--- src/rtl/core/qte_pkg.sv ---
// ============================================================================
// qte_pkg
// Types, constants and helper functions for the quaternion to Euler converter.
// ============================================================================
`default_nettype none

package qte_pkg;

    localparam int COMP_W     = 16;   // quaternion component width, Q2.14
    localparam int ANG_W      = 16;   // output angle width, Q4.12
    localparam int SCALE_W    = 33;   // sum of four Q28 squares
    localparam int TEST_W     = 34;   // x*y + z*w in Q28
    localparam int PROD_W     = 32;   // one Q28 product
    localparam int CMP_W      = 45;   // pole compare products
    localparam int CDW        = 36;   // CORDIC x/y width
    localparam int ZW         = 28;   // CORDIC angle width, Q24
    localparam int ATAN_N     = 24;
    localparam int DIV_STEPS  = 24;   // quotient bits of 2*|test|/scale in Q24
    localparam int RW         = 24;
    localparam int SQ_W       = 49;
    localparam int SQRT_STEPS = 25;

    localparam logic [1:0] CASE_NORMAL = 2'd0;
    localparam logic [1:0] CASE_NORTH  = 2'd1;
    localparam logic [1:0] CASE_SOUTH  = 2'd2;
    localparam logic [1:0] CASE_ZERO   = 2'd3;

    localparam logic signed [ZW-1:0]    HALF_PI_Q24  = 28'sd26353589;
    localparam logic signed [ANG_W-1:0] POLE_ATT_Q12 = 16'sd6431;

    localparam logic signed [ZW-1:0] ATAN_Q24 [0:ATAN_N-1] = '{
        28'sd13176795, 28'sd7778716, 28'sd4110060, 28'sd2086331,
        28'sd1047214,  28'sd524117,  28'sd262123,  28'sd131069,
        28'sd65536,    28'sd32768,   28'sd16384,   28'sd8192,
        28'sd4096,     28'sd2048,    28'sd1024,    28'sd512,
        28'sd256,      28'sd128,     28'sd64,      28'sd32,
        28'sd16,       28'sd8,       28'sd4,       28'sd2
    };

    typedef struct packed {
        logic signed [COMP_W-1:0] quat_w;
        logic signed [COMP_W-1:0] quat_x;
        logic signed [COMP_W-1:0] quat_y;
        logic signed [COMP_W-1:0] quat_z;
    } t_quat;

    typedef struct packed {
        logic signed [ANG_W-1:0] bank_angle;
        logic signed [ANG_W-1:0] heading_angle;
        logic signed [ANG_W-1:0] attitude_angle;
        logic        [1:0]       pole_case;
    } t_euler;

    typedef struct packed {
        logic signed [CDW-1:0] x;
        logic signed [CDW-1:0] y;
        logic signed [ZW-1:0]  z;
    } t_cordic;

    typedef struct packed {
        logic [SCALE_W-1:0] rem;
        logic [SCALE_W-1:0] dvs;
        logic [RW-1:0]      quo;
    } t_div;

    typedef struct packed {
        logic [SQ_W-1:0] v;
        logic [SQ_W-1:0] res;
    } t_sqrt;

    typedef struct packed {
        logic [1:0] code;
        logic       neg;
    } t_side;

    // Turn an operand in the left half plane by a quarter turn.
    function automatic t_cordic f_pre(input logic signed [CDW-1:0] y,
                                      input logic signed [CDW-1:0] x);
        t_cordic c;
        c.x = x;
        c.y = y;
        c.z = '0;
        if (x < 0) begin
            if (y >= 0) begin
                c.x = y;
                c.y = -x;
                c.z = HALF_PI_Q24;
            end else begin
                c.x = -y;
                c.y = x;
                c.z = -HALF_PI_Q24;
            end
        end
        return c;
    endfunction

    // Round half up from Q24 to Q12, then saturate.
    function automatic logic signed [ANG_W-1:0] f_to_q12(input logic signed [ZW+1:0] z);
        logic signed [ZW+2:0] s;
        logic signed [ZW+2:0] v;
        s = (ZW+3)'(z) + (ZW+3)'(2048);
        v = s >>> 12;
        if (v > (ZW+3)'(32767)) begin
            v = (ZW+3)'(32767);
        end else if (v < -(ZW+3)'(32768)) begin
            v = -(ZW+3)'(32768);
        end
        return v[ANG_W-1:0];
    endfunction

endpackage

`default_nettype wire

--- src/rtl/core/qte_div_cell.sv ---
// ============================================================================
// qte_div_cell
// One restoring division step: one quotient bit per cell.
// ============================================================================
`default_nettype none

module qte_div_cell
    import qte_pkg::*;
(
    input  wire logic i_clk,
    input  wire logic i_en,
    input  wire t_div i_d,
    output t_div      o_d
);

    logic [SCALE_W:0]   n_t;
    logic               n_ge;
    logic [SCALE_W-1:0] n_rem;

    always_comb begin
        n_t   = {i_d.rem, 1'b0};
        n_ge  = (n_t >= {1'b0, i_d.dvs});
        n_rem = n_ge ? SCALE_W'(n_t - {1'b0, i_d.dvs}) : n_t[SCALE_W-1:0];
    end

    always_ff @(posedge i_clk) begin
        if (i_en) begin
            o_d.rem <= n_rem;
            o_d.dvs <= i_d.dvs;
            o_d.quo <= {i_d.quo[RW-2:0], n_ge};
        end
    end

endmodule

`default_nettype wire

--- config.mk ---
export PLATFORM = sky130hd
export DESIGN_NAME = qte_div_cell
export DESIGN_NICKNAME = d
export VERILOG_FILES = /design/src/rtl/core/qte_pkg.sv /design/src/rtl/core/qte_div_cell.sv
export SDC_FILE = /design/constraint.sdc
export NUM_CORES = 1
export LEC_CHECK = 0
export BUFFER_PORTS_ARGS = -buffer_cell sky130_fd_sc_hd__buf_2
export CAP_MARGIN = 20
export CORE_MARGIN = 3
export CORE_UTILIZATION = 45
export DETAILED_ROUTE_END_ITERATION = 12
export GPL_TIMING_DRIVEN = 0
export PLACE_DENSITY = 0.77
export REMOVE_ABC_BUFFERS = 1
export SETUP_SLACK_MARGIN = 0.5
export SKIP_LAST_GASP = 1
export SLEW_MARGIN = 10
export SYNTH_ARGS = -nofsm -noshare
export SYNTH_HDL_FRONTEND = slang
export SYNTH_SLANG_ARGS = --single-unit
--- constraint.sdc ---
create_clock -name i_clk -period 2.85 [get_ports i_clk]
set_input_delay 0.1425 -clock i_clk [delete_from_list [all_inputs] [get_ports i_clk]]
set_output_delay 0.1425 -clock i_clk [all_outputs]
set_load 0.02 [all_outputs]
Yosys cells after proc, flatten, opt, wreduce, memory -nomap -nowiden
Cells that the tools add are included.

operators by class
  add/sub/neg operators = 1
  order comparisons = 1
  muxes and demuxes = 1

operators by type and width
  cell              number
  $ge A34 B33 Y1    1
  $mux W33          1
  $sub A33 B33 Y33  1

storage, ports and cells
  register bits = 90
  input bits = 92
  output and inout port bits = 90

Depth between registers and ports, before layout
  depth in word-level cells = 2
  mapped depth = 13

Worst setup path after synthesis
No wires, ideal clock.

  path type = input port to flip-flop
  start = input i_d[26] in the netlist's numbering
  end = register o_d[82] in the netlist's numbering (data pin)
  library setup time = 260 ps
  arrival = 2685 ps
  required time = 2590 ps
  slack = -95 ps
  cell stages on the path = 12
  path buffers = 1
  cells stage by stage = inv_1 ha_1 nor2b_1 o2111ai_1 and3_1 o31ai_1 a211o_1 a41oi_1 o211ai_1 a211oi_4 buf_6 mux2_2

on the way
  cells in the longest elaborated chain, start to end = 2
  elaborated cells between the ends (all ways) = 3

ends and longest elaborated chain
  item                                                RTL line                                text
  start: declaration                                  qte_div_cell.sv:12                      input wire t_div i_d,
  $sub A33 B33 Y33 or $ge A34 B33 Y1 (tied branches)  qte_div_cell.sv:23, qte_div_cell.sv:22
  $mux W33 *                                          qte_div_cell.sv:23                      n_rem = n_ge ? SCALE_W'(n_t - {1'b0, i_d.dvs}) : n_t[SCALE_W-1:0];
  via n_rem[25]                                       qte_div_cell.sv:18                      logic [SCALE_W-1:0] n_rem;
  end: declaration                                    qte_div_cell.sv:13                      output t_div o_d

Mark *: on every way through the listed nets, which the timed path passes. The rest lies on a longest branch.
A chain may end at the register's enable or synchronous reset.

Final worst setup path
  start = input i_d[37] in the netlist's numbering
  end = register o_d[70] in the netlist's numbering (data pin)

Same word-level chain as after synthesis.

==> flow_summary.ini <==
[run_status]
status = finished, final reports clean

[yosys]
synth_edf_count = 90
synthesis.area_um2 = 4870
yosysSeqAreaShare = 0.555
ys.flop_type = edfxtp_1
synth_seq_cells = 90
ys_warn_count = 0
avgSynthCellArea_um2 = 12.4
postSynth.asyncResetShare = 0
yosysUniqueCellTypes = 46
synthCells = 392

[global_route]
grt_pass1_wl_mm = 20.9
grt-ovfl-total = 0
grt_max_degree = 52
grt_pass1_vias = 4292
antenna_found_initial = 1
gr-usage-all-layers = 0.228

[timing]
setup_violations = 0
maxSlewHeadroom = 0.617
post-route-period-util = 0.948
drv_slew = 0
finalHoldViolations = 0
clock.fmax_mhz = 370
tightest_slew_ns = 0.575
fin_crit_ns = 2.70
rsz0062_at_grt = yes

[route]
ant_nets = 0
viasPerCell = 5.31
drcViolationCount = 0
wl_per_cell_um = 18.0
drt_wl_total_mm = 14.5
dr.pass1.iters = 4
drt_iter0_drc = 202
vias = 4282

[floorplan]
die_h_um = 110
rows = 37
start_util = 0.467
core-area_um2 = 10400
die_w_um = 110
io_pins = 182
die_area_um2 = 12100

[cts]
cts.sinks = 90
clock_path_buffers = 2
clkTransAtPathRegs_ns = 0.09
numCtsBuffers = 9
clock-root-buffer = clkbuf_8
cts_tree = built
htreeDepth = 3

[worst_setup_path]
worstSetupEndpointType = flip-flop
cp-start-kind = input port
arrival_ns = 2.82
crit_required_ns = 2.97
critical_path_class = input port to flip-flop
path_max_fanout = 8

[final_layout]
largest_reg_flops = 90
area_growth_pct = 53.3
layout_common_cells = 167 x buf_2, 90 x edfxtp_1, 54 x dlygate4sd3_1
final_nets = 791
final_common_cell = buf_2
insertedDiodeCount = 0
stdcell_count = 806
layout-drive-gt1-share = 0.454
top_register = o_d
reg_top3 = o_d (90)

[placement]
dp.cells = 701
io_buffers = 180
place_congestion = 0.829
dpl.hpwl_mm = 9.20

[worst_hold_path]
hp-class = input port to flip-flop

[power]
finalPower_mw = 3.73
power_density_nw_per_um2 = 501
peakVddDrop_mv = 0.275
p_leak_nw = 3.27

[flow_run]
maxCapViolations = 0
[metal layers]
layer	vias up	wire length, um	track usage
li1	2002	-	-
met1	2026	5510	0.257
met2	209	7310	0.407
met3	43	1210	0.0547
met4	2	425	0.103
met5	-	20	0
[critical path, cell delays in order]
cell      delay (ns)
buf_2           0.11
inv_2           0.07
ha_4            0.22
and4_4          0.19
nor2b_4         0.12
o21ai_2         0.18
o31ai_4         0.09
a211o_1         0.29
a41oi_2         0.24
o211ai_1        0.18
a211oi_4        0.25
buf_6           0.18
buf_12          0.11
buf_16          0.13
mux2_4          0.30
[cells by family (layout without fill, tap and decap cells)]
family                   Yosys count  after routing  share of synthesized area
XOR/XNOR                          31             31                     0.0558
AND/OR/NAND/NOR                   71             71                     0.0705
adder cells (fa/ha/maj)           34             34                     0.0890
buffers and inverters             48            326                     0.0419
multiplexers                      32             32                     0.0738
AO/OA/AOI/OAI                     86             86                      0.114
flip-flops                        90             90                      0.555
[where the power goes]
group / internal (mW) / total (mW) / switching (mW) / leakage [nW]
combinational: 0.604 / 1.27 / 0.669 / 2.30
sequential: 1.64 / 1.67 / 0.0392 / 0.881
clock: 0.314 / 0.787 / 0.473 / 0.0826
[area by class of cell]
| type | count | area [um^2] |
|---|---|---|
| Tap cell | 136 | 170 |
| Multi-Input combinational cell | 254 | 2330 |
| Clock buffer | 9 | 124 |
| Fill cell | 671 | 2960 |
| Sequential cell | 90 | 2700 |
| Clock inverter | 7 | 46.3 |
| Inverter | 38 | 148 |
| Timing Repair Buffer | 272 | 1940 |
[path summary, 6_finish.rpt]
kind,startpoint,to,slack [ns],cells past startpoint
min,i_d[24],o_d[24],0.01,1
max,i_d[37],o_d[70],0.15,15
[Yosys cell counts (3+ instances only)]
| cell type | number | area share |
|---|---|---|
| buf_6 | 3 | 0.0069 |
| nor3_1 | 5 | 0.0051 |
| xor2_1 | 16 | 0.029 |
| ha_1 | 33 | 0.085 |
| nor2_1 | 17 | 0.013 |
| nand3_1 | 9 | 0.0093 |
| nand2b_1 | 5 | 0.0064 |
| and3_1 | 4 | 0.0051 |
| nand4_1 | 4 | 0.0051 |
| a21o_1 | 10 | 0.015 |
| mux2_1 | 25 | 0.058 |
| a21oi_1 | 24 | 0.025 |
| xnor2_1 | 15 | 0.027 |
| nand2_1 | 19 | 0.015 |
| mux2_2 | 6 | 0.014 |
| o31ai_1 | 3 | 0.0046 |
| a211oi_1 | 5 | 0.0077 |
| o21ai_0 | 19 | 0.020 |
| inv_1 | 38 | 0.029 |
| edfxtp_1 | 90 | 0.56 |
| nor2b_1 | 3 | 0.0039 |
| a31oi_1 | 5 | 0.0064 |
| clkbuf_1 | 6 | 0.0046 |
[timing repair]
item,4_1_cts,5_1_grt
hold buffers,54,0
pin swaps,22,6
setup buffers,28,5
setup endpoints to repair,34,34
resized for setup,99,10
hold endpoints to repair,54,0
cloned,2,0
[metrics by stage]
step / TNS, ns / area (um^2) / setup slack (ns) / hold slack [ns] / utilization
after detailed placement: -25.28 / 5940 / -0.831 / 0.321 / 0.570
after global placement: -53.24 / 5880 / -1.62 / 0.319 / 0.564
final: 0 / 7460 / 0.149 / 0.0124 / 0.716
after CTS: 0 / 7370 / 0.199 / 0.0108 / 0.708
after global routing: 0 / 7460 / 0.0607 / 0.00382 / 0.716
after floorplan: -19.29 / 4800 / -0.619 / 0.241 / -
Power figures use the tool's default switching activity.
