**config.mk**
```make
export PLATFORM = sky130hd
export DESIGN_NAME = qte_sqrt_cell
export DESIGN_NICKNAME = d
export VERILOG_FILES = /design/src/rtl/core/qte_pkg.sv /design/src/rtl/core/qte_sqrt_cell.sv
export SDC_FILE = /design/constraint.sdc
export NUM_CORES = 1
export LEC_CHECK = 0
export BUFFER_PORTS_ARGS = -buffer_cell sky130_fd_sc_hd__buf_2
export CORE_MARGIN = 4
export CORE_UTILIZATION = 53
export CTS_CLUSTER_DIAMETER = 50
export CTS_CLUSTER_SIZE = 24
export DETAILED_ROUTE_END_ITERATION = 10
export PLACE_DENSITY = 0.82
export SLEW_MARGIN = 15
export SYNTH_ARGS = -nofsm -noshare
export SYNTH_HDL_FRONTEND = slang
export SYNTH_SLANG_ARGS = --single-unit
```
**constraint.sdc**
```tcl
create_clock -name i_clk -period 5.1 [get_ports i_clk]
set_input_delay 1.275 -clock i_clk [delete_from_list [all_inputs] [get_ports i_clk]]
set_output_delay 1.275 -clock i_clk [all_outputs]
set_load 0.03 [all_outputs]
```
**src/rtl/core/qte_pkg.sv**
```systemverilog
// ============================================================================
// qte_pkg
// Types, constants and helper functions for the quaternion to Euler converter.
// ============================================================================
`default_nettype none

package qte_pkg;

    localparam int COMP_W     = 16;   // quaternion component width, Q2.14
    localparam int ANG_W      = 16;   // output angle width, Q4.12
    localparam int SCALE_W    = 33;   // sum of four Q28 squares
    localparam int TEST_W     = 34;   // x*y + z*w in Q28
    localparam int PROD_W     = 32;   // one Q28 product
    localparam int CMP_W      = 45;   // pole compare products
    localparam int CDW        = 36;   // CORDIC x/y width
    localparam int ZW         = 28;   // CORDIC angle width, Q24
    localparam int ATAN_N     = 24;
    localparam int DIV_STEPS  = 24;   // quotient bits of 2*|test|/scale in Q24
    localparam int RW         = 24;
    localparam int SQ_W       = 49;
    localparam int SQRT_STEPS = 25;

    localparam logic [1:0] CASE_NORMAL = 2'd0;
    localparam logic [1:0] CASE_NORTH  = 2'd1;
    localparam logic [1:0] CASE_SOUTH  = 2'd2;
    localparam logic [1:0] CASE_ZERO   = 2'd3;

    localparam logic signed [ZW-1:0]    HALF_PI_Q24  = 28'sd26353589;
    localparam logic signed [ANG_W-1:0] POLE_ATT_Q12 = 16'sd6431;

    localparam logic signed [ZW-1:0] ATAN_Q24 [0:ATAN_N-1] = '{
        28'sd13176795, 28'sd7778716, 28'sd4110060, 28'sd2086331,
        28'sd1047214,  28'sd524117,  28'sd262123,  28'sd131069,
        28'sd65536,    28'sd32768,   28'sd16384,   28'sd8192,
        28'sd4096,     28'sd2048,    28'sd1024,    28'sd512,
        28'sd256,      28'sd128,     28'sd64,      28'sd32,
        28'sd16,       28'sd8,       28'sd4,       28'sd2
    };

    typedef struct packed {
        logic signed [COMP_W-1:0] quat_w;
        logic signed [COMP_W-1:0] quat_x;
        logic signed [COMP_W-1:0] quat_y;
        logic signed [COMP_W-1:0] quat_z;
    } t_quat;

    typedef struct packed {
        logic signed [ANG_W-1:0] bank_angle;
        logic signed [ANG_W-1:0] heading_angle;
        logic signed [ANG_W-1:0] attitude_angle;
        logic        [1:0]       pole_case;
    } t_euler;

    typedef struct packed {
        logic signed [CDW-1:0] x;
        logic signed [CDW-1:0] y;
        logic signed [ZW-1:0]  z;
    } t_cordic;

    typedef struct packed {
        logic [SCALE_W-1:0] rem;
        logic [SCALE_W-1:0] dvs;
        logic [RW-1:0]      quo;
    } t_div;

    typedef struct packed {
        logic [SQ_W-1:0] v;
        logic [SQ_W-1:0] res;
    } t_sqrt;

    typedef struct packed {
        logic [1:0] code;
        logic       neg;
    } t_side;

    // Turn an operand in the left half plane by a quarter turn.
    function automatic t_cordic f_pre(input logic signed [CDW-1:0] y,
                                      input logic signed [CDW-1:0] x);
        t_cordic c;
        c.x = x;
        c.y = y;
        c.z = '0;
        if (x < 0) begin
            if (y >= 0) begin
                c.x = y;
                c.y = -x;
                c.z = HALF_PI_Q24;
            end else begin
                c.x = -y;
                c.y = x;
                c.z = -HALF_PI_Q24;
            end
        end
        return c;
    endfunction

    // Round half up from Q24 to Q12, then saturate.
    function automatic logic signed [ANG_W-1:0] f_to_q12(input logic signed [ZW+1:0] z);
        logic signed [ZW+2:0] s;
        logic signed [ZW+2:0] v;
        s = (ZW+3)'(z) + (ZW+3)'(2048);
        v = s >>> 12;
        if (v > (ZW+3)'(32767)) begin
            v = (ZW+3)'(32767);
        end else if (v < -(ZW+3)'(32768)) begin
            v = -(ZW+3)'(32768);
        end
        return v[ANG_W-1:0];
    endfunction

endpackage

`default_nettype wire

```
**src/rtl/core/qte_sqrt_cell.sv**
```systemverilog
// ============================================================================
// qte_sqrt_cell
// One digit step of a floored integer square root.
// ============================================================================
`default_nettype none

module qte_sqrt_cell
    import qte_pkg::*;
#(
    parameter int BIT_POS = 48
) (
    input  wire logic  i_clk,
    input  wire logic  i_en,
    input  wire t_sqrt i_s,
    output t_sqrt      o_s
);

    localparam logic [SQ_W-1:0] BIT_VAL = SQ_W'(1) << BIT_POS;

    logic [SQ_W:0] n_sum;
    logic          n_ge;

    always_comb begin
        n_sum = {1'b0, i_s.res} + {1'b0, BIT_VAL};
        n_ge  = ({1'b0, i_s.v} >= n_sum);
    end

    always_ff @(posedge i_clk) begin
        if (i_en) begin
            if (n_ge) begin
                o_s.v   <= i_s.v - n_sum[SQ_W-1:0];
                o_s.res <= (i_s.res >> 1) + BIT_VAL;
            end else begin
                o_s.v   <= i_s.v;
                o_s.res <= i_s.res >> 1;
            end
        end
    end

endmodule

`default_nettype wire

```
Yosys cells after proc, flatten, opt, wreduce, memory -nomap -nowiden
Index checks and enable logic that the tools add are counted.
{ "op_classes": {"n_mux": 1, "order_cmp": 1, "addsub": 3} }
{ "ops": {"columns": ["cell", "n"], "rows": [
  ["two-way mux 98 bit", 1],
  ["adder 49 x 49 -> 50 bit (second input constant)", 1],
  [">= comparator 49 x 50 -> 1 bit", 1],
  ["adder 48 x 49 -> 49 bit (second input constant)", 1],
  ["subtractor 49 bit", 1]
]} }
{ "word_totals": {"register_bits": 98, "input_bits": 100, "word_cells": 8, "output_inout_bits": 98} }

Depth between registers and ports, before layout
{ "logic_depth": {"word_depth": 3, "depth_mapped": 15, "mapped_depth_nobuf": 13} }

Worst setup path after synthesis
Ideal clock, no wire load.
{ "synth_path": {"kind": "input-to-reg", "from": "input i_s[49] in the netlist's numbering", "to": "register o_s[62] in the netlist's numbering, data pin", "required_time_ps": 4838, "setup_time_ps": 262, "path_buffers": 2, "setup_slack_ps": 919, "cell_stages": 14, "arrival_ps": 3919, "path_cell_list": "inv_1 -> ha_1 -> inv_1 -> fa_1 -> a211oi_2 -> o21ai_1 -> a32o_1 -> a21oi_2 -> o21ai_2 -> a41o_1 -> a41oi_2 -> buf_4 -> buf_6 -> mux2_1"} }
{ "synth_via": {"elab_chain_cells": 2, "elab_cells_between_ends": 3, "classes_between": "1 x add/sub; 1 x order compare; 1 x mux"} }
{ "synth_lines": {"columns": ["item", "line_no", "text"], "rows": [
  ["start, declared", "qte_sqrt_cell.sv:14", "input wire t_sqrt i_s,"],
  ["subtractor 49 bit or >= comparator 49 x 50 -> 1 bit (tied branches)", "qte_sqrt_cell.sv:31, qte_sqrt_cell.sv:25", null],
  ["two-way mux 98 bit *", "qte_sqrt_cell.sv:30", "if (n_ge) begin"],
  ["end, declared", "qte_sqrt_cell.sv:15", "output t_sqrt o_s"]
]} }
Mark *: on every way between the ends. The rest lies on a longest branch, timed or not.
A chain may end at the register's enable or synchronous reset.

Worst setup path in the final report
{ "layout_path": {"from": "input i_s[49] in the netlist's numbering", "to": "register o_s[93] in the netlist's numbering, data pin"} }
The elaborated chain is that of the path after synthesis.

==> flow_metrics.env <==
export IMPL_critPathKind="in2reg"
export IMPL_synth_flop_cell="edfxtp_1"
export IMPL_ios=198
export IMPL_synthTopCellsByArea="edfxtp_1, ha_1, nand2_1"
export IMPL_fin_util_pct=65.84
export IMPL_final_cell_mix="buf_2, edfxtp_1, nand2_1"
export IMPL_synthArstFlopShare_pct=0
export IMPL_wl_um=16390
export IMPL_period_needed_ps=4199
export IMPL_post_cts_setup_buffers=0
export IMPL_synth_seq_cells=98
export IMPL_yosys_warnings=0
export IMPL_root_buffer="clkbuf_16"
export IMPL_largest_reg_flops=98
export IMPL_fin_area_um2=7941
export IMPL_pwr_share_clk_pct=27.5
export IMPL_cts_buffers_inserted=9
export IMPL_grt_total_usage_pct=22.98
export IMPL_largest_register="o_s"
export IMPL_slew_headroom_pct=37.90
export IMPL_gp_congestion=0.9186
export IMPL_route_detailed_drc=0
export IMPL_cts_hold_buf=0
export IMPL_power_uw=2436
export IMPL_crit_family="compound AO/OA/AOI/OAI gates"
export IMPL_hpwl_um=12670
export IMPL_startpoint="i_s[49]"
export IMPL_syn_mean_instance_area_um2=9.630
export IMPL_dieArea_um2=14240
export IMPL_drv_cap=0
export IMPL_hold_viol=0
export IMPL_path_clk_slew_ps=70
export IMPL_power_frac_comb_pct=31.4
export IMPL_first_pass_iters=5
export IMPL_first_iter_violations=349
export IMPL_finalSetupViolCount=0
export IMPL_initial_core_util_pct=54.45
export IMPL_cp_arrival_ps=4300
export IMPL_hp_class="in2reg"
export IMPL_first_global_vias=5620
export IMPL_period_share_pct=82.33
export IMPL_netlist_area_leader_share_pct=44.81
export IMPL_clock_sinks=98
export IMPL_maxSlewViolCount=0
export IMPL_cp_start_kind="primary input"
export IMPL_tightest_slew_ps=931.5
export IMPL_num_rows=40
export IMPL_power_internal_uw=1627
export IMPL_min_from="i_s[24]"
export IMPL_num_vias=5746
export IMPL_nFillCells=1045
export IMPL_grt_ovfl_total=0
export IMPL_seqPwrFrac_pct=41.1
export IMPL_p_switching_uw=809.3
export IMPL_timing_setup_tns_ps=0
export IMPL_clock_path_buffers=2
export IMPL_crit_buf_inv=4
export IMPL_drive_gt1_share_pct=26.04
export IMPL_final_nets=1010
export IMPL_worstPathRequired_ps=5200
export IMPL_leakage_uw=0.003653
export IMPL_grt_pass1_wl_um=26650
export IMPL_antenna_found_initial=1
export IMPL_synth_area_leader_cell="edfxtp_1"
export IMPL_crit_path_max_incr_delay_ps=420
export IMPL_die_h_um=119.3
export IMPL_grt_max_degree=75
export IMPL_synth_edff_count=98
export IMPL_reg_top3="o_s x98"
export IMPL_final_common_cell="buf_2"
export IMPL_powerDensity_nw_per_um2=306.8
export IMPL_ir_worst_vdd_mv=0.1368
export IMPL_crit_path_end_kind="register"
export IMPL_ant_nets=0
export IMPL_crit_chain="buf_2 > inv_1 > ha_1 > inv_1 > fa_1 > a211oi_2 > o21ai_1 > a32o_1 > a21oi_2 > o21ai_2 > a41o_1 > a41oi_4 > buf_4 > a221oi_1 > a32o_1"
export IMPL_h_tree_depth=3
export IMPL_sw_frac_of_total_pct=33.22
export IMPL_synth_nets=833
export IMPL_syn_inst=682
export IMPL_outcome="complete, no violations"
export IMPL_critPathMaxFanout=16
export IMPL_coreArea_um2=12060
export IMPL_routedWlPerCell_um=15.87
export IMPL_ctsResizeCount=0
export IMPL_clock_fmax_ghz=0.2382
export IMPL_cts_tree="built"
export IMPL_multi_input_area_um2=3231
export IMPL_rsz0062_at_grt="no"
export IMPL_fin_hold_ws_ps=1110
export IMPL_seq_area_um2=2943
export IMPL_place_area_um2=7659
export IMPL_synth_distinct_cells=56
export IMPL_syn_area_um2=6568
export IMPL_area_growth_syn_to_layout_pct=20.92
export IMPL_via_per_inst=5.562
export IMPL_seq_area_frac_synth_pct=44.81
export IMPL_die_w_um=119.3
export IMPL_io_buffers=197
export IMPL_worst_path_max_delay_cell="fa_1"
[path summary, 6_finish.rpt]
| check | slack [ps] | depth (start not counted) | to |
|---|---|---|---|
| worst max-delay path | 900 | 15 | o_s[93]$_DFFE_PP_ |
| worst min-delay path | 1110 | 1 | o_s[23]$_DFFE_PP_ |
[through the flow]
stage	cells	setup WS, ps
6_report	1033	901.1
5_1_grt	1033	726.1
4_1_cts	1032	895.3
3_5_place_dp	1016	551.7
3_3_place_gp	1016	618.6
2_1_floorplan	682	919.2
[cell type report]
cell class,instances,share of cell area [%]
sequential,98,37.06
timing repair buffer,201,12.98
clock inverter,3,0.5042
tap,168,2.647
clock buffer,13,3.025
multi-input combinational,484,40.68
inverter,65,3.072
antenna,1,0.03151
[cell families (layout without fill, tap and decap cells)]
logic type / Yosys count / count (layout) / share of synthesized area, %
AO/OA/AOI/OAI: 224 / 224 / 21.70
buffers and inverters: 100 / 282 / 6.172
multiplexers: 3 / 3 / 0.5143
adder cells (fa/ha/maj): 51 / 51 / 9.830
AND/OR/NAND/NOR: 166 / 166 / 11.64
XOR/XNOR: 40 / 40 / 5.334
other: 0 / 1 / 0
flip-flops: 98 / 98 / 44.81
[routing by layer]
layer | global-route usage [%] | vias to the layer above | share of wire [%]
met2 | 38.04 | 191 | 48
met3 | 5.651 | 34 | 7.3
met1 | 29.11 | 2683 | 42
met5 | 0 | - | 0
li1 | - | 2838 | -
met4 | 8.805 | 0 | 2.6
[cells in the mapped netlist (3+ instances only)]
cell type and n:
and2_1 3, edfxtp_1 98, a21oi_1 54, nor2b_1 8
o21a_1 7, nand3_1 10, o21ai_1 29, o211ai_1 7
a21o_1 29, ha_1 50, o31ai_1 6, clkbuf_1 22
inv_1 64, nand2_1 80, xnor2_1 24, o21bai_1 10
nor2_1 21, mux2_1 3, and3_1 6, a221oi_1 3
a31oi_1 5, xor2_1 16, nand4_1 13, a211oi_1 6
o21ai_0 45, buf_2 9, nor3_1 14
[power groups by stage]
stage	Clock (uW)	Combinational (uW)	Sequential, uW
6_report	670	766	1000
5_1_grt	706	837	1010
4_1_cts	675	764	1000
3_5_place_dp	0	758	1020
3_3_place_gp	0	748	1010
2_1_floorplan	0	371	1190
Power figures use the tool's default switching activity.
