File: config.mk
export PLATFORM = sky130hd
export DESIGN_NAME = qte_cordic_cell
export DESIGN_NICKNAME = d
export VERILOG_FILES = /design/src/rtl/core/qte_pkg.sv /design/src/rtl/core/qte_cordic_cell.sv
export SDC_FILE = /design/constraint.sdc
export NUM_CORES = 1
export LEC_CHECK = 0
export ABC_AREA = 1
export BUFFER_PORTS_ARGS = -buffer_cell sky130_fd_sc_hd__buf_2
export CORE_ASPECT_RATIO = 2
export CORE_MARGIN = 10
export CORE_UTILIZATION = 55
export CTS_CLUSTER_SIZE = 30
export DETAILED_ROUTE_END_ITERATION = 16
export HOLD_SLACK_MARGIN = 0.12
export PLACE_DENSITY = 0.88
export SYNTH_ARGS = -nofsm -noshare
export SYNTH_HDL_FRONTEND = slang
export SYNTH_SLANG_ARGS = --single-unit
File: constraint.sdc
create_clock -name i_clk -period 4.1 [get_ports i_clk]
set_clock_uncertainty 0.15 [all_clocks]
set_input_delay 0.82 -clock i_clk [delete_from_list [all_inputs] [get_ports i_clk]]
set_output_delay 0.82 -clock i_clk [all_outputs]
set_load 0.01 [all_outputs]
File: src/rtl/core/qte_pkg.sv
// ============================================================================
// qte_pkg
// Types, constants and helper functions for the quaternion to Euler converter.
// ============================================================================
`default_nettype none

package qte_pkg;

    localparam int COMP_W     = 16;   // quaternion component width, Q2.14
    localparam int ANG_W      = 16;   // output angle width, Q4.12
    localparam int SCALE_W    = 33;   // sum of four Q28 squares
    localparam int TEST_W     = 34;   // x*y + z*w in Q28
    localparam int PROD_W     = 32;   // one Q28 product
    localparam int CMP_W      = 45;   // pole compare products
    localparam int CDW        = 36;   // CORDIC x/y width
    localparam int ZW         = 28;   // CORDIC angle width, Q24
    localparam int ATAN_N     = 24;
    localparam int DIV_STEPS  = 24;   // quotient bits of 2*|test|/scale in Q24
    localparam int RW         = 24;
    localparam int SQ_W       = 49;
    localparam int SQRT_STEPS = 25;

    localparam logic [1:0] CASE_NORMAL = 2'd0;
    localparam logic [1:0] CASE_NORTH  = 2'd1;
    localparam logic [1:0] CASE_SOUTH  = 2'd2;
    localparam logic [1:0] CASE_ZERO   = 2'd3;

    localparam logic signed [ZW-1:0]    HALF_PI_Q24  = 28'sd26353589;
    localparam logic signed [ANG_W-1:0] POLE_ATT_Q12 = 16'sd6431;

    localparam logic signed [ZW-1:0] ATAN_Q24 [0:ATAN_N-1] = '{
        28'sd13176795, 28'sd7778716, 28'sd4110060, 28'sd2086331,
        28'sd1047214,  28'sd524117,  28'sd262123,  28'sd131069,
        28'sd65536,    28'sd32768,   28'sd16384,   28'sd8192,
        28'sd4096,     28'sd2048,    28'sd1024,    28'sd512,
        28'sd256,      28'sd128,     28'sd64,      28'sd32,
        28'sd16,       28'sd8,       28'sd4,       28'sd2
    };

    typedef struct packed {
        logic signed [COMP_W-1:0] quat_w;
        logic signed [COMP_W-1:0] quat_x;
        logic signed [COMP_W-1:0] quat_y;
        logic signed [COMP_W-1:0] quat_z;
    } t_quat;

    typedef struct packed {
        logic signed [ANG_W-1:0] bank_angle;
        logic signed [ANG_W-1:0] heading_angle;
        logic signed [ANG_W-1:0] attitude_angle;
        logic        [1:0]       pole_case;
    } t_euler;

    typedef struct packed {
        logic signed [CDW-1:0] x;
        logic signed [CDW-1:0] y;
        logic signed [ZW-1:0]  z;
    } t_cordic;

    typedef struct packed {
        logic [SCALE_W-1:0] rem;
        logic [SCALE_W-1:0] dvs;
        logic [RW-1:0]      quo;
    } t_div;

    typedef struct packed {
        logic [SQ_W-1:0] v;
        logic [SQ_W-1:0] res;
    } t_sqrt;

    typedef struct packed {
        logic [1:0] code;
        logic       neg;
    } t_side;

    // Turn an operand in the left half plane by a quarter turn.
    function automatic t_cordic f_pre(input logic signed [CDW-1:0] y,
                                      input logic signed [CDW-1:0] x);
        t_cordic c;
        c.x = x;
        c.y = y;
        c.z = '0;
        if (x < 0) begin
            if (y >= 0) begin
                c.x = y;
                c.y = -x;
                c.z = HALF_PI_Q24;
            end else begin
                c.x = -y;
                c.y = x;
                c.z = -HALF_PI_Q24;
            end
        end
        return c;
    endfunction

    // Round half up from Q24 to Q12, then saturate.
    function automatic logic signed [ANG_W-1:0] f_to_q12(input logic signed [ZW+1:0] z);
        logic signed [ZW+2:0] s;
        logic signed [ZW+2:0] v;
        s = (ZW+3)'(z) + (ZW+3)'(2048);
        v = s >>> 12;
        if (v > (ZW+3)'(32767)) begin
            v = (ZW+3)'(32767);
        end else if (v < -(ZW+3)'(32768)) begin
            v = -(ZW+3)'(32768);
        end
        return v[ANG_W-1:0];
    endfunction

endpackage

`default_nettype wire

File: src/rtl/core/qte_cordic_cell.sv
// ============================================================================
// qte_cordic_cell
// One vectoring CORDIC micro-rotation; holds once the residual is zero.
// ============================================================================
`default_nettype none

module qte_cordic_cell
    import qte_pkg::*;
#(
    parameter int SHIFT = 0
) (
    input  wire logic    i_clk,
    input  wire logic    i_en,
    input  wire t_cordic i_c,
    output t_cordic      o_c
);

    logic signed [CDW-1:0] n_dx;
    logic signed [CDW-1:0] n_dy;

    always_comb begin
        n_dx = i_c.y >>> SHIFT;
        n_dy = i_c.x >>> SHIFT;
    end

    always_ff @(posedge i_clk) begin
        if (i_en) begin
            if (i_c.y == '0) begin
                o_c <= i_c;
            end else if (i_c.y > 0) begin
                o_c.x <= i_c.x + n_dx;
                o_c.y <= i_c.y - n_dy;
                o_c.z <= i_c.z + ATAN_Q24[SHIFT];
            end else begin
                o_c.x <= i_c.x - n_dx;
                o_c.y <= i_c.y + n_dy;
                o_c.z <= i_c.z - ATAN_Q24[SHIFT];
            end
        end
    end

endmodule

`default_nettype wire

# After elaboration in Yosys (flattened, before gate mapping)
# Cells that the tools add are included.
# W data, S select, Z words.
[word_totals]
output_inout_bits = 100
wordCells = 12
ff_bits = 100
[classes]
magnitude_cmp = 1
mux = 2
n_addsub = 5
reduce_logical = 1
[ops]
columns = ["op", "n"]
rows = [
  ["$mux W100", 2],
  ["$sub A36 B36 Y36", 2],
  ["$add A36 B36 Y36", 1],
  ["$gt A36 B1 Y1 const B", 1],
  ["$logic_not A36 Y1", 1],
  ["$add A28 B25 Y28 const B", 1],
  ["$sub A28 B25 Y28 const B", 1],
]

# Longest topological paths before layout
# Gate-level depths: netlist of run 1.
[logic_depth]
depth_word = 3
mapped_depth = 21
depth_no_buf = 20

# Worst setup path before layout of run 1
# Ideal clock, no wire load.
[synth_path]
path_kind = "input to register"
startpoint = "input i_c[29] in the netlist's numbering"
endpoint = "register o_c[26] in the netlist's numbering, data pin"
setup_time_ns = 0.254
arrival_ns = 3.410
slack_ns = 0.286
cell_stages = 18
path_buffers = 2
path_cell_list = "inv_1 -> nand3_1 -> nor2_1 -> nand4_2 -> nand2_4 -> buf_4 -> clkbuf_1 -> ha_1 -> a21oi_1 -> inv_1 -> nand4_1 -> nand2_1 -> a21oi_1 -> nor2_1 -> nor2_1 -> nand3_1 -> nand3_1 -> nand2_1"
[synth_between]
elab_chain_cells = 3
[synth_lines]
columns = ["element", "line_no", "source"]
rows = [
  ["from (decl)", "qte_cordic_cell.sv:14", "input wire t_cordic i_c,"],
  ["$gt A36 B1 Y1", "qte_cordic_cell.sv:30", "end else if (i_c.y > 0) begin"],
  ["$mux W100", "qte_cordic_cell.sv:30", ""],
  ["$mux W100 *", "qte_cordic_cell.sv:28", "if (i_c.y == '0) begin"],
  ["to (signal assigned)", "qte_cordic_cell.sv:29", "o_c <= i_c;"],
  ["to (decl)", "qte_cordic_cell.sv:15", "output t_cordic o_c"],
]
# Every way passes the cells marked *; elsewhere a longest branch is shown, timed or not.
# A chain may end at the register's enable or synchronous reset.

# Final worst setup path of run 1
[layout_path]
startpoint = "input i_c[29] in the netlist's numbering"
endpoint = "register o_c[63] in the netlist's numbering, data pin"
[layout_between]
elab_chain_cells = 3
[layout_lines]
columns = ["element", "line_no", "source"]
rows = [
  ["$add A36 B36 Y36 (tied with other cells)", "qte_cordic_cell.sv:36", "o_c.y <= i_c.y + n_dy;"],
  ["$mux W100", "qte_cordic_cell.sv:30", ""],
  ["$mux W100 *", "qte_cordic_cell.sv:28", ""],
]
# Marked as above.

==> results.toml, run 1 <==
[outcome]
status = "finished clean"

[floorplan]
die-area_sq_mm = 0.0297
die-height_um = 234
pin_count = 202
rows = 78
core_area_sq_mm = 0.0226
initial_core_util_pct = 55.5
die_w_um = 127

[placement]
place_area_sq_mm = 0.0143
gp_congestion = 1.08
numPortBuffers = 201
hpwl_um = 48500

[synth]
synth_commonest_cells = "nand2_1, inv_1, nor2_1"
postSynthAreaPerCell_sq_um = 6.58
ys_seq_elements = 100
synth_area_sq_mm = 0.0126
yosysTopAreaCellShare_pct = 23.9
yosysMostFrequentCell = "nand2_1"
syn-num-nets = 2135
synth.distinct_cells = 55
synth_warnings = 0
synth-edff-count = 100
yosys.area.top_type = "edfxtp_1"
synth.yosys.seq_area_share_pct = 23.9
synth_ff_type = "edfxtp_1"
async_flop_share_pct = 0
syn_inst = 1912
yosys-top-cells-area = "edfxtp_1, ha_1, nand2_1, inv_1, a21oi_1"

[critical_path]
cp.buffers_inverters = 6
critPathLaunchType = "input pin"
required_ns = 4.10
crit_path_frequent_cell = "nor2_1"
slowest_stage = "nor2_1"
cp.arrival_ns = 3.83
critPathTopFamily = "buffers and inverters"
critical_path_class = "input pin to register"
crit_chain = "buf_2 -> inv_1 -> ha_1 -> nand2_1 -> nor2_1 -> nor2_1 -> buf_4 -> inv_1 -> a21oi_1 -> nor2_1 -> nor2_1 -> o21ai_0 -> inv_1 -> o21ai_0 -> buf_4 -> xor2_1 -> nand2_1 -> nand2_1"
critPathMaxStageDelay_ns = 0.37
crit_path_end_kind = "register"
critPathMaxFanout = 4

[worst_hold_path]
hold_path_end = "o_c[26]$_DFFE_PP_"
worstHoldPathCells = 3
min_from = "i_c[26]"
hp-class = "input pin to register"

[route]
viasPerCell = 6.10
drt_iter0_drc = 1656
antenna_left = 0
wl_per_cell_um = 24.4
drt-total-wl_um = 59100
drcViolationCount = 0
drt-pass1-iter-count = 6
num_vias = 14807

[global_route]
grt.overflow.total = 0
grt_max_degree = 65
antenna_found_initial = 3
grt_pass1_wl_um = 87400
track_usage_pct = 39.0
grt_pass1_vias = 15095

[timing]
period_needed_ns = 3.83
hold_viol = 0
worst_pin_slew_ns = 0.934
max_freq_ghz = 0.261
relSlewSlack_pct = 37.1
setup_viol = 0
report.final.slew_viol_count = 0
period_share_pct = 93.3
setup_tns_ns = 0
rsz0062_at_grt = "no"

[finish]
final_nets = 2363
largest_register_ffs = 100
area_growth_pct = 16.2
reg_top3 = "o_c x100"
drive_gt1_share_pct = 15.8
final_core_util_pct = 64.5
final_area_sq_mm = 0.0146
top_register = "o_c"

[clock_network]
cts_root_buf = "clkbuf_16"
cts_buffers = 9
postCtsHoldBufs = 0
cts_tree = "done"
htreeDepth = 3
cts_resized = 0
clkTransAtPathRegs_ns = 0.08
post-cts-setup-buffers = 0
cts_max_path_buffers = 2
cts_sinks = 100

[pwr]
leakagePower_nw = 7.45
irDropWorstVdd_v = 0.000248
power.density_mw_per_mm2 = 307

[job]
cap_violations = 0
placed cells by master (no fill, tap or decap), drive strengths merged, types with 2 or more instances in the layout:
cell,instances
a31oi,6
a22oi,2
a221oi,5
o21a,6
o21bai,17
fa,3
a21boi,6
buf,279
a21oi,200
ha,118
diode,2
a22o,2
nor2,218
xor2,64
o31ai,2
o21ai,144
nand3,114
nand3b,4
nand4,14
clkbuf,10
a2111oi,2
clkinv,2
nor4,2
a211oi,4
o22ai,8
xnor2,4
or2,6
nand2,402
o221ai,28
edfxtp,100
bufinv,3
a21o,15
inv,324
nor3,16
o211ai,6
o41ai,3
worst max-delay path by stage:
stage | slack [ns] | startpoint | to | cells after the start
4_1_cts | 0.48 | i_c[48] | o_c[93]$_DFFE_PP_ | 13
2_1_floorplan | 0.29 | i_c[29] | o_c[26]$_DFFE_PP_ | 18
5_1_grt | 0.13 | i_c[29] | o_c[63]$_DFFE_PP_ | 18
6_report | 0.27 | i_c[29] | o_c[63]$_DFFE_PP_ | 18
3_5_place_dp | 0.07 | i_c[48] | o_c[93]$_DFFE_PP_ | 13
3_3_place_gp | 0.11 | i_c[48] | o_c[93]$_DFFE_PP_ | 13
cells by family (layout without fill, tap and decap cells):
logic type,Yosys count,count (layout),synth area share [%]
and+or+nand+nor,776,776,25.9
AOI/OAI and AO/OA,461,461,21.1
buffers and inverters,386,618,12.1
adders and majority gates,121,121,12.2
DFF,100,100,23.9
xor gates and xnor gates,68,68,4.74
other,0,2,0
area by class of cell:
type	instances	area, sq um
multi-input combinational	1426	8060
fill	2148	8040
sequential	100	3000
timing repair buffer	279	1630
inverter	324	1220
tap	280	350
clock buffer	10	229
clock inverter	5	108
antenna	2	5.00
stage by stage:
stage	instances	power, mW	setup WS (ns)	hold WS (ns)
floorplan	1912	2.51	0.286	0.782
global placement	2409	3.36	0.106	0.968
detailed placement	2409	3.38	0.0697	0.983
CTS	2424	4.42	0.477	0.581
global route	2426	4.69	0.132	0.592
finish	2426	4.49	0.273	0.586
routing by layer:
| metal | share of wire (%) | up-vias | track usage [%] |
|---|---|---|---|
| li1 | - | 6767 | - |
| met1 | 29 | 6754 | 33.3 |
| met2 | 52 | 926 | 71.1 |
| met3 | 6.9 | 358 | 7.96 |
| met4 | 12 | 2 | 39.9 |
| met5 | 0.022 | - | 0 |
worst min-delay path, stage by stage:
cell and delay, ns:
buf_2 0.09, nand2_1 0.05, nand2_1 0.06
report_power, final:
group | switching [mW] | internal (mW) | total (mW)
clock network | 0.454 | 0.599 | 1.05
registers | 0.0442 | 1.32 | 1.37
logic | 1.39 | 0.677 | 2.07
total | 1.89 | 2.60 | 4.49
Note: power is estimated with default switching activity, not from simulation.
==> run 2, diff against run 1 <==
Settings changed: GPL_TIMING_DRIVEN set to 0.
==> results.toml, run 2 (synthesis results as in run 1) <==
[route]
wl_per_cell_um = 25.1
drcViolationCount = 0
num_vias = 14783
drt-total-wl_um = 60400
drt-pass1-iter-count = 6
drt_iter0_drc = 1577
antenna_left = 0
viasPerCell = 6.13

[pwr]
seq_power_share_pct = 32.1
power.switching_mw = 1.89
leakagePower_nw = 7.18
internal_power_mw = 2.35
p_sw_share_pct = 44.6
irDropWorstVdd_v = 0.000296
p_comb_share_pct = 46.7
power.density_mw_per_mm2 = 297
p_clk_share_pct = 21.2

[clock_network]
post-cts-setup-buffers = 0
cts_buffers = 9
cts_tree = "done"
clkTransAtPathRegs_ns = 0.08
cts_sinks = 100
cts_root_buf = "clkbuf_16"
cts_max_path_buffers = 2
htreeDepth = 3

[critical_path]
crit_path_end_kind = "register"
critical_path_class = "input pin to register"
critPathMaxFanout = 30
cp.arrival_ns = 4.07
critPathLaunchType = "input pin"
required_ns = 4.09

[floorplan]
die-area_sq_mm = 0.0297
rows = 78
die-height_um = 234
die_w_um = 127
initial_core_util_pct = 55.5
pin_count = 202
core_area_sq_mm = 0.0226

[placement]
hpwl_um = 49800
preCtsSetupSlack_ns = -1.56
gp_congestion = 1.10
numPortBuffers = 199
place_area_sq_mm = 0.0139
post-place-cells = 2392

[finish]
reg_top3 = "o_c x100"
top_register = "o_c"
final_nets = 2345
area_growth_pct = 13.6
final_area_sq_mm = 0.0143
final_common_cell = "nand2_1"
largest_register_ffs = 100
drive_gt1_share_pct = 13.9
nFillCells = 2147
most-common-layout-cells = "nand2_1, inv_1, buf_2"
stdcell_count = 2410

[timing]
hold_viol = 0
period_share_pct = 99.5
relSlewSlack_pct = 18.8
report.final.slew_viol_count = 0
postLayoutSetupSlackWorst_ns = 0.0206
max_freq_ghz = 0.245
setup_tns_ns = 0
worst_pin_slew_ns = 1.22
period_needed_ns = 4.08
setup_viol = 0

[outcome]
status = "finished clean"

[global_route]
grt_pass1_wl_um = 87100
grt.overflow.total = 0
track_usage_pct = 39.3
antenna_found_initial = 5
grt_max_degree = 63
grt_pass1_vias = 14634

[job]
cap_violations = 0

[worst_hold_path]
hp-class = "input pin to register"
-- run 2: power by group through the flow --
stage	Clock (mW)	Combinational, mW	Sequential (mW)
after global placement	0	1.86	1.38
after floorplan	0	1.05	1.46
after global routing	0.938	2.12	1.37
after detailed placement	0	1.90	1.38
final	0.899	1.98	1.36
after CTS	0.888	1.91	1.36
-- run 2: path summary, 6_finish.rpt --
check / start / end / slack (ns) / cells after the start
min: i_c[24] / o_c[24]$_DFFE_PP_ / 0.57 / 3
max: i_c[34] / o_c[26]$_DFFE_PP_ / 0.02 / 16
-- run 2: area by class of cell --
cell class | instances | area [sq um] | area share (%)
clock buffer | 9 | 225 | 1.58
sequential | 100 | 3000 | 21.0
inverter | 324 | 1220 | 8.54
multi-input combinational | 1426 | 8080 | 56.6
buffer | 61 | 312 | 2.18
tap | 280 | 350 | 2.45
antenna | 3 | 7.51 | 0.0526
clock inverter | 7 | 58.8 | 0.412
timing repair buffer | 200 | 1030 | 7.18
-- run 2: critical path: stages --
cell and delay [ns]:
buf_2 0.14, nor2_1 0.11, nand2_1 0.07, nor2_1 0.42, nand4_2 0.25, nand2_4 0.23, buf_8 0.30, ha_1 0.38
a21oi_1 0.32, o21ai_1 0.27, a21oi_2 0.25, nor2_1 0.08, nor2_1 0.15, nand3_1 0.09, nand3_1 0.09, nand2_1 0.09
-- run 2: metal layers --
metal  vias to the layer above  wire length (um)  GRT usage [%]
met1                      6746             17800           34.5
met4                         0              7330           39.7
li1                       6735                 -              -
met5                         -                 0              0
met2                       960             30900           71.1
met3                       342              4420           7.60
-- run 2: through the flow --
| stage | util, % | total power, mW | hold WS, ns |
|---|---|---|---|
| after floorplan | - | 2.51 | 0.782 |
| after global placement | 61.5 | 3.24 | 0.970 |
| after detailed placement | 61.6 | 3.28 | 0.975 |
| after CTS | 62.9 | 4.16 | 0.580 |
| after global routing | 63.1 | 4.43 | 0.584 |
| final | 63.1 | 4.24 | 0.572 |
-- run 2: repair_timing --
| item | CTS | global route |
|---|---|---|
| setup endpoints to repair | 20 | 14 |
| hold buffers | 0 | 0 |
| gates resized for setup | 5 | 11 |
| hold endpoints to repair | 0 | 0 |
==> run 3, diff against run 2 <==
Settings changed: RECOVER_POWER set to 50.
==> results.toml, run 3 (synthesis results as in run 1) <==
[finish]
most-common-layout-cells = "nand2_1, inv_1, nor2_1"
drive_gt1_share_pct = 11.5
seq_area_sq_mm = 0.00300
area_growth_pct = 12.9
nFillCells = 2177
reg_top3 = "o_c x100"
multiInputGateArea_sq_mm = 0.00808
final_common_cell = "nand2_1"
top_register = "o_c"
final_nets = 2345
largest_register_ffs = 100

[pwr]
power.density_mw_per_mm2 = 297
leakagePower_nw = 7.03
power.total_mw = 4.21
irDropWorstVdd_v = 0.000298

[clock_network]
postCtsHoldBufs = 0
post-cts-setup-buffers = 0
cts_buffers = 9
cts_sinks = 100
cts_root_buf = "clkbuf_16"
cts_resized = 5
cts_tree = "done"
htreeDepth = 3
cts_max_path_buffers = 2
clkTransAtPathRegs_ns = 0.08

[route]
antenna_left = 0
drcViolationCount = 0
drt-pass1-iter-count = 9
num_vias = 14718
drt-total-wl_um = 60300
drt_iter0_drc = 1488
wl_per_cell_um = 25.0
viasPerCell = 6.11

[global_route]
grt_max_degree = 63
grt_pass1_wl_um = 87100
grt.overflow.total = 0
grt_pass1_vias = 14634
antenna_found_initial = 5
track_usage_pct = 39.3

[critical_path]
critPathMaxStageDelay_ns = 0.48
cp.arrival_ns = 4.08
required_ns = 4.08
critical_path_class = "input pin to register"
cp.buffers_inverters = 2
startpoint = "i_c[29]"
crit_chain = "buf_2 -> clkinvlp_4 -> ha_1 -> nand2_1 -> nor2_1 -> nor2_1 -> o21ai_1 -> a21oi_1 -> o21ai_2 -> a21boi_2 -> o21ai_0 -> o21ai_0 -> nand2_1"
critPathLaunchType = "input pin"
crit_path_end_kind = "register"
critPathMaxFanout = 4
slowest_stage = "a21boi_2"
critPathTopFamily = "compound AO/OA/AOI/OAI gates"

[floorplan]
core_area_sq_mm = 0.0226
initial_core_util_pct = 55.5
die-height_um = 234
rows = 78
pin_count = 202
die-area_sq_mm = 0.0297
die_w_um = 127

[placement]
preCtsSetupSlack_ns = -1.56
hpwl_um = 49800
gp_congestion = 1.10
numPortBuffers = 199

[timing]
period_needed_ns = 4.10
worst_pin_slew_ns = 2.31
relSlewSlack_pct = -54.1
max_freq_ghz = 0.244
hold_viol = 0
report.final.slew_viol_count = 40
postLayoutSetupSlackWorst_ns = -0.000293
period_share_pct = 100
setup_viol = 1

[worst_hold_path]
worstHoldPathCells = 3
hold_path_end = "o_c[25]$_DFFE_PP_"
min_from = "i_c[25]"
hp-class = "input pin to register"

[outcome]
status = "complete, but fails checks"
violations = "capacitance limit, slew limit, setup timing"

[job]
cap_violations = 1
run 3: metrics by stage:
step | util [%] | hold slack [ns] | cell area (sq um) | TNS [ns] | std cells
CTS | 62.9 | 0.580 | 14200 | 0 | 2407
global placement | 61.5 | 0.970 | 13900 | -21.44 | 2391
detailed placement | 61.6 | 0.975 | 13900 | -23.10 | 2392
floorplan | - | 0.782 | 12600 | 0 | 1912
finish | 62.7 | 0.583 | 14200 | -0.000293 | 2410
global route | 62.7 | 0.584 | 14200 | -0.0231 | 2410
run 3: how the worst max path moves through the flow:
stage / slack (ns) / depth (start not counted) / end
CTS: 0.006 / 15 / o_c[56]$_DFFE_PP_
floorplan: 0.29 / 18 / o_c[26]$_DFFE_PP_
global placement: -1.50 / 17 / o_c[26]$_DFFE_PP_
finish: -0.0003 / 13 / o_c[61]$_DFFE_PP_
detailed placement: -1.56 / 17 / o_c[26]$_DFFE_PP_
global route: -0.02 / 15 / o_c[63]$_DFFE_PP_
run 3: power by group:
part           internal [mW]  total (mW)  leakage [nW]  switching (mW)
Combinational          0.582        1.95          5.92            1.37
Sequential              1.32        1.37         0.977          0.0437
Clock                  0.423       0.890         0.134           0.467
run 3: worst min-delay path: stages:
cell	delay (ns)
buf_2	0.09
nand2_1	0.05
nand2_1	0.06
run 3: layer usage:
layer	vias up	part of all wire [%]	GRT usage [%]
met5	-	0	0
met4	0	12	39.7
met3	331	6.8	7.60
met2	930	51	71.1
met1	6722	30	34.5
li1	6735	-	-
run 3: area by class of cell:
class	count	share of cell area, %
multi-input combinational	1426	56.9
buffer	61	2.19
clock inverter	7	0.414
sequential	100	21.1
inverter	324	8.59
tap	280	2.47
timing repair buffer	200	6.62
clock buffer	9	1.59
antenna	3	0.0529
